### src/rtl/core/stsr_pkg.sv
// ----------------------------------------------------------------------------
// Step-then-slew ramp package
// Shared types and constants for the setpoint ramp generator.
// ----------------------------------------------------------------------------
package stsr_pkg;

   localparam int unsigned DATA_W   = 32;
   localparam int unsigned STEP_W   = 31;
   localparam int unsigned ADDR_W   = 4;
   localparam int unsigned PDATA_W  = 32;

   typedef enum logic {
      OP_UPDATE = 1'b0,
      OP_PRESET = 1'b1
   } stsr_op_type;

   typedef enum logic [1:0] {
      REG_ACCEL_STEP     = 2'd0,
      REG_DECEL_STEP     = 2'd1,
      REG_RAMP_INCREMENT = 2'd2
   } stsr_reg_type;

   typedef struct packed {
      logic [STEP_W-1:0] accel_step;
      logic [STEP_W-1:0] decel_step;
      logic [STEP_W-1:0] ramp_increment;
   } stsr_cfg_type;

   typedef struct packed {
      logic        commit;
      stsr_op_type operation;
   } stsr_cmd_type;

endpackage

### src/rtl/core/stsr_if.sv
// ----------------------------------------------------------------------------
// Step-then-slew ramp channels
// Valid/ready channels for the item input and the result output.
// ----------------------------------------------------------------------------
interface stsr_req_if;
   import stsr_pkg::*;

   logic                      valid;
   logic                      ready;
   logic                      operation;
   logic signed [DATA_W-1:0]  value;

   modport source (output valid, output operation, output value, input ready);
   modport sink   (input valid, input operation, input value, output ready);
endinterface

interface stsr_rsp_if;
   import stsr_pkg::*;

   logic                      valid;
   logic                      ready;
   logic signed [DATA_W-1:0]  ramp_out;

   modport source (output valid, output ramp_out, input ready);
   modport sink   (input valid, input ramp_out, output ready);
endinterface

### src/rtl/core/stsr_csr.sv
// ----------------------------------------------------------------------------
// Step-then-slew ramp register file
// APB-style access to the jump and slew sizes.
// ----------------------------------------------------------------------------
module stsr_csr (
   input  logic                          clock,
   input  logic                          reset,
   input  logic                          psel,
   input  logic                          penable,
   input  logic                          pwrite,
   input  logic [stsr_pkg::ADDR_W-1:0]   paddr,
   input  logic [stsr_pkg::PDATA_W-1:0]  pwdata,
   output logic [stsr_pkg::PDATA_W-1:0]  prdata,
   output logic                          pready,
   output stsr_pkg::stsr_cfg_type        cfg
);
   import stsr_pkg::*;

   stsr_cfg_type cfg_ff;
   stsr_reg_type reg_sel;
   logic         wr_en;

   assign reg_sel = stsr_reg_type'(paddr[3:2]);
   assign wr_en   = psel & penable & pwrite;
   assign pready  = 1'b1;
   assign cfg     = cfg_ff;

   always_ff @(posedge clock) begin
      if (reset) begin
         cfg_ff <= '0;
      end else if (wr_en) begin
         unique case (reg_sel)
            REG_ACCEL_STEP:     cfg_ff.accel_step     <= pwdata[STEP_W-1:0];
            REG_DECEL_STEP:     cfg_ff.decel_step     <= pwdata[STEP_W-1:0];
            REG_RAMP_INCREMENT: cfg_ff.ramp_increment <= pwdata[STEP_W-1:0];
            default: ;
         endcase
      end
   end

   always_comb begin
      unique case (reg_sel)
         REG_ACCEL_STEP:     prdata = {1'b0, cfg_ff.accel_step};
         REG_DECEL_STEP:     prdata = {1'b0, cfg_ff.decel_step};
         REG_RAMP_INCREMENT: prdata = {1'b0, cfg_ff.ramp_increment};
         default:            prdata = '0;
      endcase
   end

endmodule

### src/rtl/core/stsr_ramp_core.sv
// ----------------------------------------------------------------------------
// Step-then-slew ramp core
// Holds the ramp state and works out the next ramp value for one item.
// ----------------------------------------------------------------------------
module stsr_ramp_core (
   input  logic                              clock,
   input  logic                              reset,
   input  stsr_pkg::stsr_cmd_type            cmd,
   input  logic signed [stsr_pkg::DATA_W-1:0] value,
   input  stsr_pkg::stsr_cfg_type            cfg,
   output logic signed [stsr_pkg::DATA_W-1:0] ramp_next
);
   import stsr_pkg::*;

   logic signed [DATA_W-1:0] ramp_ff;
   logic signed [DATA_W-1:0] target_ff;
   logic                     jump_done_ff;

   logic                     jump_pending;
   logic                     same_sign;
   logic                     dir_up;
   logic [STEP_W-1:0]        jump_size;
   logic [DATA_W-1:0]        amount;
   logic signed [DATA_W+1:0] ramp_wide;
   logic signed [DATA_W+1:0] value_wide;
   logic signed [DATA_W+1:0] sum_up;
   logic signed [DATA_W+1:0] sum_down;
   logic signed [DATA_W-1:0] moved;

   // The jump and the slew go the same way and both clamp at the target, so
   // they fold into a single move by their combined size.
   assign jump_pending = ~jump_done_ff | (value != target_ff);
   assign same_sign    = (ramp_ff == '0) | ((ramp_ff > 0) == (value > 0));
   assign jump_size    = same_sign ? cfg.accel_step : cfg.decel_step;
   assign amount       = {1'b0, cfg.ramp_increment}
                       + (jump_pending ? {1'b0, jump_size} : '0);
   assign dir_up       = value > ramp_ff;

   assign ramp_wide  = {{2{ramp_ff[DATA_W-1]}}, ramp_ff};
   assign value_wide = {{2{value[DATA_W-1]}}, value};
   assign sum_up     = ramp_wide + $signed({2'b00, amount});
   assign sum_down   = ramp_wide - $signed({2'b00, amount});

   always_comb begin
      if (dir_up) begin
         moved = (sum_up >= value_wide) ? value : sum_up[DATA_W-1:0];
      end else begin
         moved = (sum_down <= value_wide) ? value : sum_down[DATA_W-1:0];
      end
   end

   assign ramp_next = (cmd.operation == OP_PRESET) ? value : moved;

   always_ff @(posedge clock) begin
      if (reset) begin
         ramp_ff      <= '0;
         target_ff    <= '0;
         jump_done_ff <= 1'b0;
      end else if (cmd.commit) begin
         ramp_ff      <= ramp_next;
         target_ff    <= value;
         jump_done_ff <= (cmd.operation == OP_UPDATE);
      end
   end

`ifndef SYNTHESIS
   a_jump_flag: assert property (@(posedge clock) disable iff (reset)
      cmd.commit |=> jump_done_ff == ($past(cmd.operation) == OP_UPDATE))
      else $error("jump flag does not follow the committed operation");

   a_no_overshoot_up: assert property (@(posedge clock) disable iff (reset)
      (cmd.commit && cmd.operation == OP_UPDATE && value > ramp_ff)
      |=> (ramp_ff <= $past(value)) && (ramp_ff >= $past(ramp_ff)))
      else $error("upward move left the span between ramp and target");

   a_no_overshoot_down: assert property (@(posedge clock) disable iff (reset)
      (cmd.commit && cmd.operation == OP_UPDATE && value <= ramp_ff)
      |=> (ramp_ff >= $past(value)) && (ramp_ff <= $past(ramp_ff)))
      else $error("downward move left the span between ramp and target");
`endif

endmodule

### src/rtl/core/step_then_slew_ramp.sv
// ----------------------------------------------------------------------------
// Step-then-slew setpoint ramp generator
// Jumps once toward a new target, then slews toward it by a fixed increment.
// ----------------------------------------------------------------------------
// Items arrive on the req channel: an update carries a target, a preset loads
// the ramp value directly. Every item gives exactly one beat on the rsp
// channel, holding the ramp value after that item, in signed Q16.16.
// The jump sizes and the slew increment are set over the APB-style port at
// byte addresses 0, 4 and 8, and are meant to be written while no item is in
// flight. A beat accepted into the input register is worked on from there,
// and its result is offered from the output register. One beat is accepted
// in every cycle unless both registers are full and the receiver stalls;
// the ramp state is read and updated as an item passes between the two
// registers, so back-to-back updates each see the previous result.
// When the receiver stalls, the result waits in the output register, the
// next item waits in the input register, and req is held off only once both
// are full. A synchronous reset empties both registers, clears the ramp, the
// remembered target and the jump and slew sizes, and leaves a jump pending.
// ----------------------------------------------------------------------------
module step_then_slew_ramp (
   input  logic                          clock,
   input  logic                          reset,
   stsr_req_if.sink                      req_bus,
   stsr_rsp_if.source                    rsp_bus,
   input  logic                          psel,
   input  logic                          penable,
   input  logic                          pwrite,
   input  logic [stsr_pkg::ADDR_W-1:0]   paddr,
   input  logic [stsr_pkg::PDATA_W-1:0]  pwdata,
   output logic [stsr_pkg::PDATA_W-1:0]  prdata,
   output logic                          pready
);
   import stsr_pkg::*;

   stsr_cfg_type             cfg;
   stsr_cmd_type             cmd;

   // Input register: one accepted beat waiting for the ramp core.
   logic                     in_valid_ff;
   stsr_op_type              in_op_ff;
   logic signed [DATA_W-1:0] in_value_ff;

   // Output register: the result beat offered to the receiver.
   logic                     out_valid_ff;
   logic signed [DATA_W-1:0] out_ramp_ff;

   logic                     out_load;
   logic                     in_load;
   logic signed [DATA_W-1:0] ramp_next;

   // The output register can take a new result when it is empty or its
   // current beat leaves in this cycle; the input register refills when it is
   // empty or when the output register can take its beat.
   assign out_load = ~out_valid_ff | rsp_bus.ready;
   assign in_load  = ~in_valid_ff | out_load;

   assign req_bus.ready    = in_load;
   assign rsp_bus.valid    = out_valid_ff;
   assign rsp_bus.ramp_out = out_ramp_ff;

   // The state moves on exactly when an item passes to the output register.
   assign cmd.commit    = in_valid_ff & out_load;
   assign cmd.operation = in_op_ff;

   stsr_csr u_csr (
      .clock   (clock),
      .reset   (reset),
      .psel    (psel),
      .penable (penable),
      .pwrite  (pwrite),
      .paddr   (paddr),
      .pwdata  (pwdata),
      .prdata  (prdata),
      .pready  (pready),
      .cfg     (cfg)
   );

   stsr_ramp_core u_core (
      .clock     (clock),
      .reset     (reset),
      .cmd       (cmd),
      .value     (in_value_ff),
      .cfg       (cfg),
      .ramp_next (ramp_next)
   );

   always_ff @(posedge clock) begin
      if (reset) begin
         in_valid_ff  <= 1'b0;
         out_valid_ff <= 1'b0;
      end else begin
         if (in_load) begin
            in_valid_ff <= req_bus.valid;
         end
         if (out_load) begin
            out_valid_ff <= in_valid_ff;
         end
      end
   end

   // Payload registers carry no reset.
   always_ff @(posedge clock) begin
      if (in_load && req_bus.valid) begin
         in_op_ff    <= stsr_op_type'(req_bus.operation);
         in_value_ff <= req_bus.value;
      end
      if (cmd.commit) begin
         out_ramp_ff <= ramp_next;
      end
   end

`ifndef SYNTHESIS
   a_preset_result: assert property (@(posedge clock) disable iff (reset)
      (cmd.commit && in_op_ff == OP_PRESET) |=> out_ramp_ff == $past(in_value_ff))
      else $error("preset result differs from the loaded value");

   a_input_holds: assert property (@(posedge clock) disable iff (reset)
      (in_valid_ff && !out_load) |=> in_valid_ff && $stable(in_value_ff)
                                     && $stable(in_op_ff))
      else $error("input register changed while the output was stalled");

   a_result_follows: assert property (@(posedge clock) disable iff (reset)
      cmd.commit |=> out_valid_ff)
      else $error("committed item produced no result beat");
`endif

endmodule
### src/flat_wrapper.sv
// flat-port wrapper written by rule: the top's interface ports become plain ports
module step_then_slew_ramp_flat import stsr_pkg::*;
  (clock, reset, psel, penable, pwrite, paddr, pwdata, prdata, pready, req_bus_valid, req_bus_operation, req_bus_value, req_bus_ready, rsp_bus_valid, rsp_bus_ramp_out, rsp_bus_ready);
  stsr_req_if req_bus_i ();
  stsr_rsp_if rsp_bus_i ();
  input  logic clock;
  input  logic reset;
  input  logic psel;
  input  logic penable;
  input  logic pwrite;
  input  logic [stsr_pkg::ADDR_W-1:0] paddr;
  input  logic [stsr_pkg::PDATA_W-1:0] pwdata;
  output logic [stsr_pkg::PDATA_W-1:0] prdata;
  output logic pready;
  input wire logic [$bits(req_bus_i.valid)-1:0] req_bus_valid;
  input wire logic [$bits(req_bus_i.operation)-1:0] req_bus_operation;
  input wire logic [$bits(req_bus_i.value)-1:0] req_bus_value;
  output wire logic [$bits(req_bus_i.ready)-1:0] req_bus_ready;
  output wire logic [$bits(rsp_bus_i.valid)-1:0] rsp_bus_valid;
  output wire logic [$bits(rsp_bus_i.ramp_out)-1:0] rsp_bus_ramp_out;
  input wire logic [$bits(rsp_bus_i.ready)-1:0] rsp_bus_ready;
  assign req_bus_i.valid = req_bus_valid;
  assign req_bus_i.operation = req_bus_operation;
  assign req_bus_i.value = req_bus_value;
  assign req_bus_ready = req_bus_i.ready;
  assign rsp_bus_valid = rsp_bus_i.valid;
  assign rsp_bus_ramp_out = rsp_bus_i.ramp_out;
  assign rsp_bus_i.ready = rsp_bus_ready;
  step_then_slew_ramp u_core (.clock(clock), .reset(reset), .req_bus(req_bus_i), .rsp_bus(rsp_bus_i), .psel(psel), .penable(penable), .pwrite(pwrite), .paddr(paddr), .pwdata(pwdata), .prdata(prdata), .pready(pready));
endmodule
### config.mk
export PLATFORM = sky130hd
export DESIGN_NAME = step_then_slew_ramp_flat
export DESIGN_NICKNAME = d
export VERILOG_FILES = /design/src/rtl/core/stsr_pkg.sv /design/src/rtl/core/stsr_if.sv /design/src/rtl/core/stsr_csr.sv /design/src/rtl/core/stsr_ramp_core.sv /design/src/rtl/core/step_then_slew_ramp.sv /design/src/flat_wrapper.sv
export SDC_FILE = /design/constraint.sdc
export NUM_CORES = 1
export LEC_CHECK = 0
export BUFFER_PORTS_ARGS = -buffer_cell sky130_fd_sc_hd__buf_2
export CORE_MARGIN = 4
export CORE_UTILIZATION = 59
export CTS_CLUSTER_DIAMETER = 30
export DETAILED_ROUTE_END_ITERATION = 10
export PLACE_DENSITY = 0.79
export SETUP_SLACK_MARGIN = 0.05
export SYNTH_ARGS = -nofsm -noshare
export SYNTH_HDL_FRONTEND = slang
export SYNTH_SLANG_ARGS = --single-unit
### constraint.sdc
create_clock -name clock -period 15.5 [get_ports clock]
set_input_delay 4.65 -clock clock [delete_from_list [all_inputs] [get_ports clock]]
set_output_delay 4.65 -clock clock [all_outputs]
set_load 0.02 [all_outputs]
# == After elaboration in Yosys (flattened, before gate mapping) ==
# Index checks and enable logic that the tools add are counted.
# totals
register_bits,225
input_bits,76
# classes
mux,7
magnitude_cmp,5
reduce_logical,6
n_bitwise,11
eq_ne,4
n_addsub,3
# op_table
cell,count
$mux 32,4
$pmux 31 s3,1
$gt 32x1->1 const B,2
$mux 31,2
$add 32x33->34,1
$ge 34x32->1,1
$le 34x32->1,1
$sub 32x33->34,1
$add 31x31->32,1
$gt 32x32->1,1
$logic_not 32->1,1
$ne 32x32->1,1
$reduce_and 2->1,3
$not 1->1,4
$or 1x1->1,4
$and 1x1->1,3
$eq 2x1->1 const B,1
$eq 2x2->1 const B,1
$logic_not 2->1,1
$eq 1x1->1,1
$logic_and 1x1->1,1

# == Longest topological paths before layout ==
# Gate-level depths: netlist of the first run.
# logic_depth
depth_word,11
depth_mapped,41
mapped_depth_nobuf,37

# == Cells and area by module ==
# From an unflattened synthesis of the first run, not the netlist that was laid out.
# unflattened
cells_unflattened,2115
hier_area_um2,18182.4
# modules_own_cells
module,area_each_um2,n_inst,cells_per_inst,seq_area_each_um2
stsr_ramp_core,11740.0,1,1591,1301.2
stsr_csr,4386.7,1,449,1861.8
step_then_slew_ramp,2055.7,1,75,1991.9

# == Worst setup path before layout of the first run ==
# Ideal clock, no wire load.
# synth_path
path_kind,input to output
from,input paddr[2] in the netlist's numbering
to,output prdata[10] in the netlist's numbering
path_slack_ns,4.836
required_time_ns,10.850
path_stages,4
t_arrival_ns,6.014
n_path_buf,2
cell_sequence,clkbuf_1 > buf_1 > mux2i_1 > o21ai_0
# synth_via
elab_chain_len,2
# synth_lines
element,line,rtl
"start, declared",flat_wrapper.sv:11,input logic [stsr_pkg::ADDR_W-1:0] paddr;
$eq 2x2->1 (tied with other cells),stsr_csr.sv:42,unique case (reg_sel)
$pmux 31 s3 *,stsr_csr.sv:42,
"end, declared",flat_wrapper.sv:13,output logic [stsr_pkg::PDATA_W-1:0] prdata;
# Every way passes the cells marked *; elsewhere a longest branch is shown, timed or not.

# == Worst setup path in the final report of the first run ==
# layout_path
from,register u_core.in_value_ff[4]
to,"register u_core.out_ramp_ff[14], in the netlist u_core.rsp_bus.ramp_out[14] (data pin)"
# layout_via
elab_chain_len,11
# layout_lines
element,line,rtl
"start, declared",step_then_slew_ramp.sv:41,logic signed [DATA_W-1:0] in_value_ff;
"start signal, assigned",step_then_slew_ramp.sv:105,in_value_ff <= req_bus.value;
$gt 32x1->1,stsr_ramp_core.sv:33,assign same_sign = (ramp_ff == '0) | ((ramp_ff > 0) == (value > 0));
$eq 1x1->1,stsr_ramp_core.sv:33,
$or 1x1->1,stsr_ramp_core.sv:33,
$mux 31,stsr_ramp_core.sv:34,assign jump_size = same_sign ? cfg.accel_step : cfg.decel_step;
$mux 31,stsr_ramp_core.sv:36,"+ (jump_pending ? {1'b0, jump_size} : '0);"
$add 31x31->32,stsr_ramp_core.sv:36,
$sub 32x33->34 / $add 32x33->34 (equally long branches),"stsr_ramp_core.sv:42, stsr_ramp_core.sv:41",
$le 34x32->1 / $ge 34x32->1 (equally long branches),"stsr_ramp_core.sv:48, stsr_ramp_core.sv:46",
$mux 32 (on tied branches),"stsr_ramp_core.sv:48, stsr_ramp_core.sv:46",
$mux 32 *,stsr_ramp_core.sv:45,if (dir_up) begin
$mux 32 *,stsr_ramp_core.sv:52,assign ramp_next = (cmd.operation == OP_PRESET) ? value : moved;
named net u_core.ramp_next[14],step_then_slew_ramp.sv:49,logic signed [DATA_W-1:0] ramp_next;
"end signal, assigned",step_then_slew_ramp.sv:108,out_ramp_ff <= ramp_next;
"end, declared",step_then_slew_ramp.sv:45,logic signed [DATA_W-1:0] out_ramp_ff;
# Mark *: on every way through the listed nets, which the timed path passes. The rest lies on a longest branch.
# A chain may end at the register's enable or synchronous reset.

==> results of run 1 <==
## critical path, delay by kind of cell, from the launching register on
family	cells	cell delay, ns
simple gates	15	3.93
fa+ha+maj	3	0.94
compound gates	13	4.91
xor+xnor	2	0.33
mux	1	0.16
buf+inv	2	0.61
flops	1	0.51
## Yosys cell counts, types with 6 or more instances
master | number | share of area (%)
nor2b_1 | 18 | 0.65
xnor2_1 | 93 | 4.7
a31oi_1 | 9 | 0.32
and2_1 | 7 | 0.25
dfxtp_1 | 160 | 18
nor3_1 | 32 | 0.92
clkbuf_1 | 88 | 1.9
inv_1 | 140 | 3.0
buf_1 | 8 | 0.17
ha_1 | 195 | 14
o211ai_1 | 14 | 0.61
o21ai_0 | 78 | 2.3
edfxtp_1 | 65 | 11
mux2i_1 | 64 | 3.7
nor3b_1 | 7 | 0.30
a21oi_1 | 234 | 6.8
o21bai_1 | 12 | 0.52
a2111oi_0 | 7 | 0.35
nand2b_1 | 16 | 0.58
nand3_1 | 26 | 0.75
a311oi_1 | 9 | 0.45
or3_1 | 19 | 0.69
a21o_1 | 40 | 1.7
a211oi_1 | 25 | 1.1
nand2_1 | 358 | 7.8
xor2_1 | 28 | 1.4
o31ai_1 | 14 | 0.61
and3_1 | 16 | 0.58
buf_2 | 6 | 0.17
a211o_1 | 8 | 0.40
o21a_1 | 13 | 0.56
nor2_1 | 140 | 3.0
o22ai_1 | 8 | 0.29
a222oi_1 | 9 | 0.52
a221oi_1 | 8 | 0.40
nor4_1 | 34 | 1.2
nand4_1 | 38 | 1.4
a22oi_1 | 6 | 0.26
## power groups by stage
stage | Combinational, W | Sequential (W) | Clock [W]
3_3_place_gp | 0.000558 | 0.000685 | 0
6_report | 0.000585 | 0.000678 | 0.00113
2_1_floorplan | 0.000409 | 0.000682 | 0
3_5_place_dp | 0.000569 | 0.000686 | 0
5_1_grt | 0.000640 | 0.000680 | 0.00117
4_1_cts | 0.000574 | 0.000676 | 0.00113
## per-stage QoR
step	util, %	instances
finish	69.5	2685
CTS	69.5	2685
global placement	63.2	2591
floorplan	-	2159
detailed placement	63.2	2591
global route	69.5	2685
## flip-flops by register name, indices dropped and copies added, names as in the netlist
| name | flops |
|---|---|
| u_core.rsp_bus.valid | 1 |
| u_core.in_value_ff | 32 |
| u_core.u_csr.cfg | 93 |
| u_core.u_core.target_ff | 32 |
| u_core.in_op_ff | 1 |
| u_core.rsp_bus.ramp_out | 32 |
| u_core.u_core.ramp_ff | 32 |
| u_core.in_valid_ff | 1 |
| u_core.u_core.jump_done_ff | 1 |
## cells by family after synthesis
logic type      count (synthesis)  synth area share (%)
mux                            68                  3.95
flops                         225                  29.7
fa+ha+maj                     198                  14.4
other cells                     2                0.0433
compound gates                559                  20.8
simple gates                  739                  19.4
xor+xnor                      121                  6.11
buf+inv                       247                  5.50
## final cells by class
| cell class | count | area share [%] |
|---|---|---|
| multi-input cells | 1687 | 56.1 |
| flip-flops and latches | 225 | 25.7 |
| clock buffers | 62 | 7.08 |
| repair buffers | 154 | 4.07 |
| inverters | 141 | 2.64 |
| well taps | 384 | 2.39 |
| clock inverters | 32 | 2.01 |
## metal layers
metal / share of wire, % / GRT usage, %
met5: 0 / 0
met1: 42 / 42.8
met3: 8.9 / 4.59
met4: 3.3 / 10.8
met2: 45 / 51.0
## final timing paths
path,from,end,slack [ns],cells past startpoint
max,u_core.in_value_ff[4],u_core.rsp_bus.ramp_out[14],3.78,36
min,u_core.u_core.target_ff[17],u_core.u_core.target_ff[17],0.47,2
max reg2reg,u_core.in_value_ff[4],u_core.rsp_bus.ramp_out[14],3.78,36
min reg2reg,u_core.u_core.target_ff[17],u_core.u_core.target_ff[17],0.47,2
==> results.md, run 1 <==
* Resized cells post-CTS at 0
* Final hold violations at 0
* Initial Util at 60.1%
* Clock tree from TritonCTS: yes
* WS Path Type: register to register
* Clock Path Buffers at 3
* Layout Nets at between 2000 and 3000
* Leading cell type in the layout, fill and taps excluded: nand2_1
* # H-tree levels at 2
* Post-CTS Setup Bufs at 0
* Ys Warns at 0
* GP Congestion at 0.956
* Tcrit/Tclk final at 75.6%
* Switching Share at between 30% and 40%
* Clock power share at 47.1%
* Synthesized flop and latch total at ~230
* Post-synth EDFFs at 65
* Logic pwr share at between 20% and 30%
* Die W at 179 um
* Area of the multi-input gates at about 0.011 sq mm
* Worst setup EP type: register
* Power density over the cells at 119 mW/mm^2
* FF+latch area at 0.00515 sq mm
* Net Switching at between 0.0007 and 0.0008 W
* Worst Skew at 0.0223 ns
* Top Ports at approximately 140
* Commonest cells after routing, fill and taps aside: nand2_1 (358), a21oi_1 (234), ha_1 (195)
* Leakage at about 8.7 nW
* I/O Buffers at roughly 140
* Async S/R FF share, synth at 0%
* Total die area at 0.0322 sq mm
* Largest net degree at the start of global routing at 103
* Syn nets at about 2400
* Fill cells at 2285
* Fin Setup TNS at 0 ns
* Area growth, synth to finish at 15.7%
* CTS Sinks at 225
* Register area share after synthesis at 29.7%
* Cell row count at 62
* Hold-fix buffers at CTS at 0
* Internal Pwr Total at 0.00163 W
* Mapped cell area at 0.0173 sq mm
* First-pass GRT wire length at 84.4 mm
* Worst-Margin Slew at 1.12 ns
* Seq pwr share at 28.4%
* Worst path required time at 15.78 ns
* Drt initial violations at 1614
* Total power at 0.00239 W
* Clk_lat worst skew at 0.56 ns
* Ys flop type: dfxtp_1
* HPWL Detailed at around 38 mm
* Worst VDD drop at around 0.00010 V
* Share of cells above drive strength 1 at 12.1%
* Routed WL at 53.1 mm
* Initial antenna violation count at 0
* Crit path DAT at roughly 12 ns
* Clock Root Buffer: clkbuf_16
* Vias in the first global route at 15900
* Clock-pin slew on the worst setup and hold paths at 0.05 ns
* # diodes at 0
* Wire length per cell at 19.8 um
* Slew headroom at 25.6%
* Worst hold path class: register to register
* Max-capacitance violation count at 0
* Post-DR vias/cell at 6.26
* Largest stage delay on the critical path at 0.75 ns
* Antenna Violating Nets Remaining at 0
* Status: finished clean
* Fin crit period at 11.72 ns
* Die Y at 179 um
* Core area at 0.0289 sq mm
* DRC viols at 0
* Startpoint Class: register
* Unrepaired setup endpoints after global routing: false
* Total track usage at 31.3%
* Drt first pass iters at 5
* Syn avg cell area at 8.03 sq um
* Via count at 16800
* DP Area at 0.0182 sq mm
* Unique masters post-synth at 86
* Fin Hold WS at roughly 0.47 ns
* Final Worst Setup Slack at around 3.8 ns
* Pre-CTS worst setup slack at around 3.9 ns
* Final instance area at around 0.02 sq mm
* Maximum clock rate at roughly 85 MHz
* TritonCTS buffer count at 50
* Final setup viols at 0
* CP max-delay cell: a222oi_1
* Final Slew Violations at 0
* Post-Synthesis Cells at around 2200
* CP Max Fanout at 31
* GRT Residual Overflow at 0
Power figures use the tool's default switching activity.
==> run 2: changes to the inputs <==
- CORE_UTILIZATION: 59 -> 56
- PLACE_DENSITY: 0.79 -> 0.78
- clock period: 15.5 -> 9.98 ns (I/O delays scaled with it)
==> run 2 against run 1 <==
Critical path depth increased by 4. Final cell count increased by 7.8%. Sequential cell count unchanged. Critical endpoint is now u_core.rsp_bus.ramp_out[8]. Largest cell class unchanged.
==> results.md, run 2 (synthesis results as in run 1) <==
* Status: finished clean
* Slew headroom at 23.1% (-2.5 points)
* Cell row count at 64 (+3.2%)
* Clk_lat worst skew at 0.57 ns (about the same)
* Final instance area at 0.0217 sq mm (+8.2%)
* Fin util at 71.0% (+1.5 points)
* Power density over the cells at 176 mW/mm^2 (+48%)
* Post-DR vias/cell at 6.04 (-3.5%)
* Worst-Margin Slew at 1.15 ns (+0.0378 ns)
* Total track usage at 31.4% (+0.051 points)
* Leakage at 9.73 nW (+12%)
* Clock Root Buffer: clkbuf_16
* CP max-delay cell: or4b_2
* Drt first pass iters at 8 (+3)
* Worst setup EP type: register
* Routed WL at 55.8 mm (+4.9%)
* Antenna Violating Nets Remaining at 0 (unchanged)
* Clock-pin slew on the worst setup and hold paths at 0.05 ns (about the same)
* CP Max Fanout at 10 (-68%)
* Fin crit period at 9.59 ns (-2.13 ns)
* Share of cells above drive strength 1 at 19.6% (+7.5 points)
* Die Y at 184 um (+2.5%)
* Final Slew Violations at 0 (unchanged)
* HPWL Detailed at 40.9 mm (+7.3%)
* Via count at 17500 (+4.0%)
* Largest stage delay on the critical path at 0.60 ns (-0.15 ns)
* Total power at 0.00383 W (+60%)
* Critical Path Most Common Cell: buf_4
* Maximum clock rate at 104 MHz (+22%)
* Crit path DAT at 9.91 ns (-2.08 ns)
* Final hold violations at 0 (unchanged)
* Drt initial violations at 1432 (-11%)
* # diodes at 0 (unchanged)
* Worst path required time at 10.31 ns (-5.47 ns)
* Layout Nets at 2731 (+7.8%)
* Total die area at 0.0338 sq mm (+5.1%)
* Worst Skew at 0.0235 ns (+0.00119 ns)
* # H-tree levels at 2 (unchanged)
* Max reg flops at 93 (unchanged)
* Wire length per cell at 19.3 um (-2.7%)
* Largest net degree at the start of global routing at 106 (+2.9%)
* I/O Buffers at 137 (unchanged)
* Core area at 0.0306 sq mm (+6.0%)
* Top Ports at 143 (unchanged)
* Final setup viols at 0 (unchanged)
* Initial Util at 56.7% (-3.4 points)
* Tcrit/Tclk final at 96.0% (+20 points)
* Vias in the first global route at 16800 (+6.1%)
* GP Congestion at 1.00 (+4.7%)
* Final Worst Setup Slack at 0.395 ns (-3.39 ns)
* Commonest cells after routing, fill and taps aside: nand2_1 (358), a21oi_1 (234), buf_4 (210)
* Area growth, synth to finish at 25.3%
* Leading cell type in the layout, fill and taps excluded: nand2_1
* Pre-CTS worst setup slack at 0.235 ns (-3.67 ns)
* First-pass GRT wire length at 86.9 mm (+2.9%)
* CTS Sinks at 225 (unchanged)
* TritonCTS buffer count at 51 (+2.0%)
* Initial antenna violation count at 0 (unchanged)
* Clock Path Buffers at 3 (unchanged)
* WS Path Type: register to register
* Worst hold path class: register to register
* Fill cells at 2322 (+1.6%)
* Startpoint Class: register
* Max-capacitance violation count at 0 (unchanged)
* GRT Residual Overflow at 0 (unchanged)
* Die W at 184 um (+2.5%)
* DP Area at 0.0197 sq mm (+7.9%)
* Clock tree from TritonCTS: yes
* Worst VDD drop at 0.000174 V (+74%)
* DRC viols at 0 (unchanged)
-- run 2: metal layers --
metal	track usage [%]	vias to the layer above	routed length [um]
li1	-	8342	-
met1	41.8	8141	23300
met2	50.7	849	25400
met3	5.05	152	4710
met4	13.3	0	2420
met5	0	-	0
-- run 2: per-stage QoR --
| stage | instances | hold WS [ns] | TNS, ns |
|---|---|---|---|
| floorplan | 2159 | 0.448 | 0 |
| global placement | 2788 | 0.453 | 0 |
| detailed placement | 2788 | 0.461 | 0 |
| CTS | 2883 | 0.467 | 0 |
| global route | 2895 | 0.490 | -0.0785 |
| finish | 2895 | 0.465 | 0 |
-- run 2: path summary, 6_finish.rpt --
kind	to	startpoint	slack [ns]	cells after the start
setup / recovery	u_core.rsp_bus.ramp_out[8]	u_core.in_value_ff[6]	0.39	40
setup reg to reg	u_core.rsp_bus.ramp_out[8]	u_core.in_value_ff[6]	0.39	40
hold reg to reg	u_core.u_core.target_ff[22]	u_core.u_core.target_ff[22]	0.47	2
hold / removal	u_core.u_core.target_ff[22]	u_core.u_core.target_ff[22]	0.47	2
-- run 2: critical path: cells and delay by family, from the launching register on --
| kind | cells | cell delay, ns |
|---|---|---|
| AO/OA/AOI/OAI | 14 | 3.41 |
| XOR/XNOR | 2 | 0.38 |
| adder cells (fa/ha/maj) | 4 | 1.24 |
| buffers and inverters | 7 | 0.96 |
| flip-flops | 1 | 0.42 |
| multiplexers | 1 | 0.22 |
| AND/OR/NAND/NOR | 12 | 2.71 |
-- run 2: final cells by class --
class / instances / area (sq um) / area share [%]
multi-input cells: 1687 / 11400 / 52.4
flip-flops and latches: 225 / 5150 / 23.7
repair buffers: 351 / 2330 / 10.8
clock buffers: 66 / 1510 / 6.95
inverters: 141 / 531 / 2.44
well taps: 396 / 495 / 2.28
clock inverters: 29 / 322 / 1.48
-- run 2: power breakdown --
group / leakage, nW / switching (W) / total (W) / internal (W)
registers: 1.92 / 0.0000408 / 0.00104 / 0.000997
logic: 6.91 / 0.000621 / 0.00107 / 0.000450
clock network: 0.899 / 0.000568 / 0.00172 / 0.00116
total: 9.73 / 0.00123 / 0.00383 / 0.00260
-- run 2: timing repair --
action / in CTS / in global routing
hold buffers: 0 / 0
setup buffers: 0 / 12
pin swaps: 1 / 15
endpoints found under the setup margin: 1 / 64
resized for setup: 0 / 25
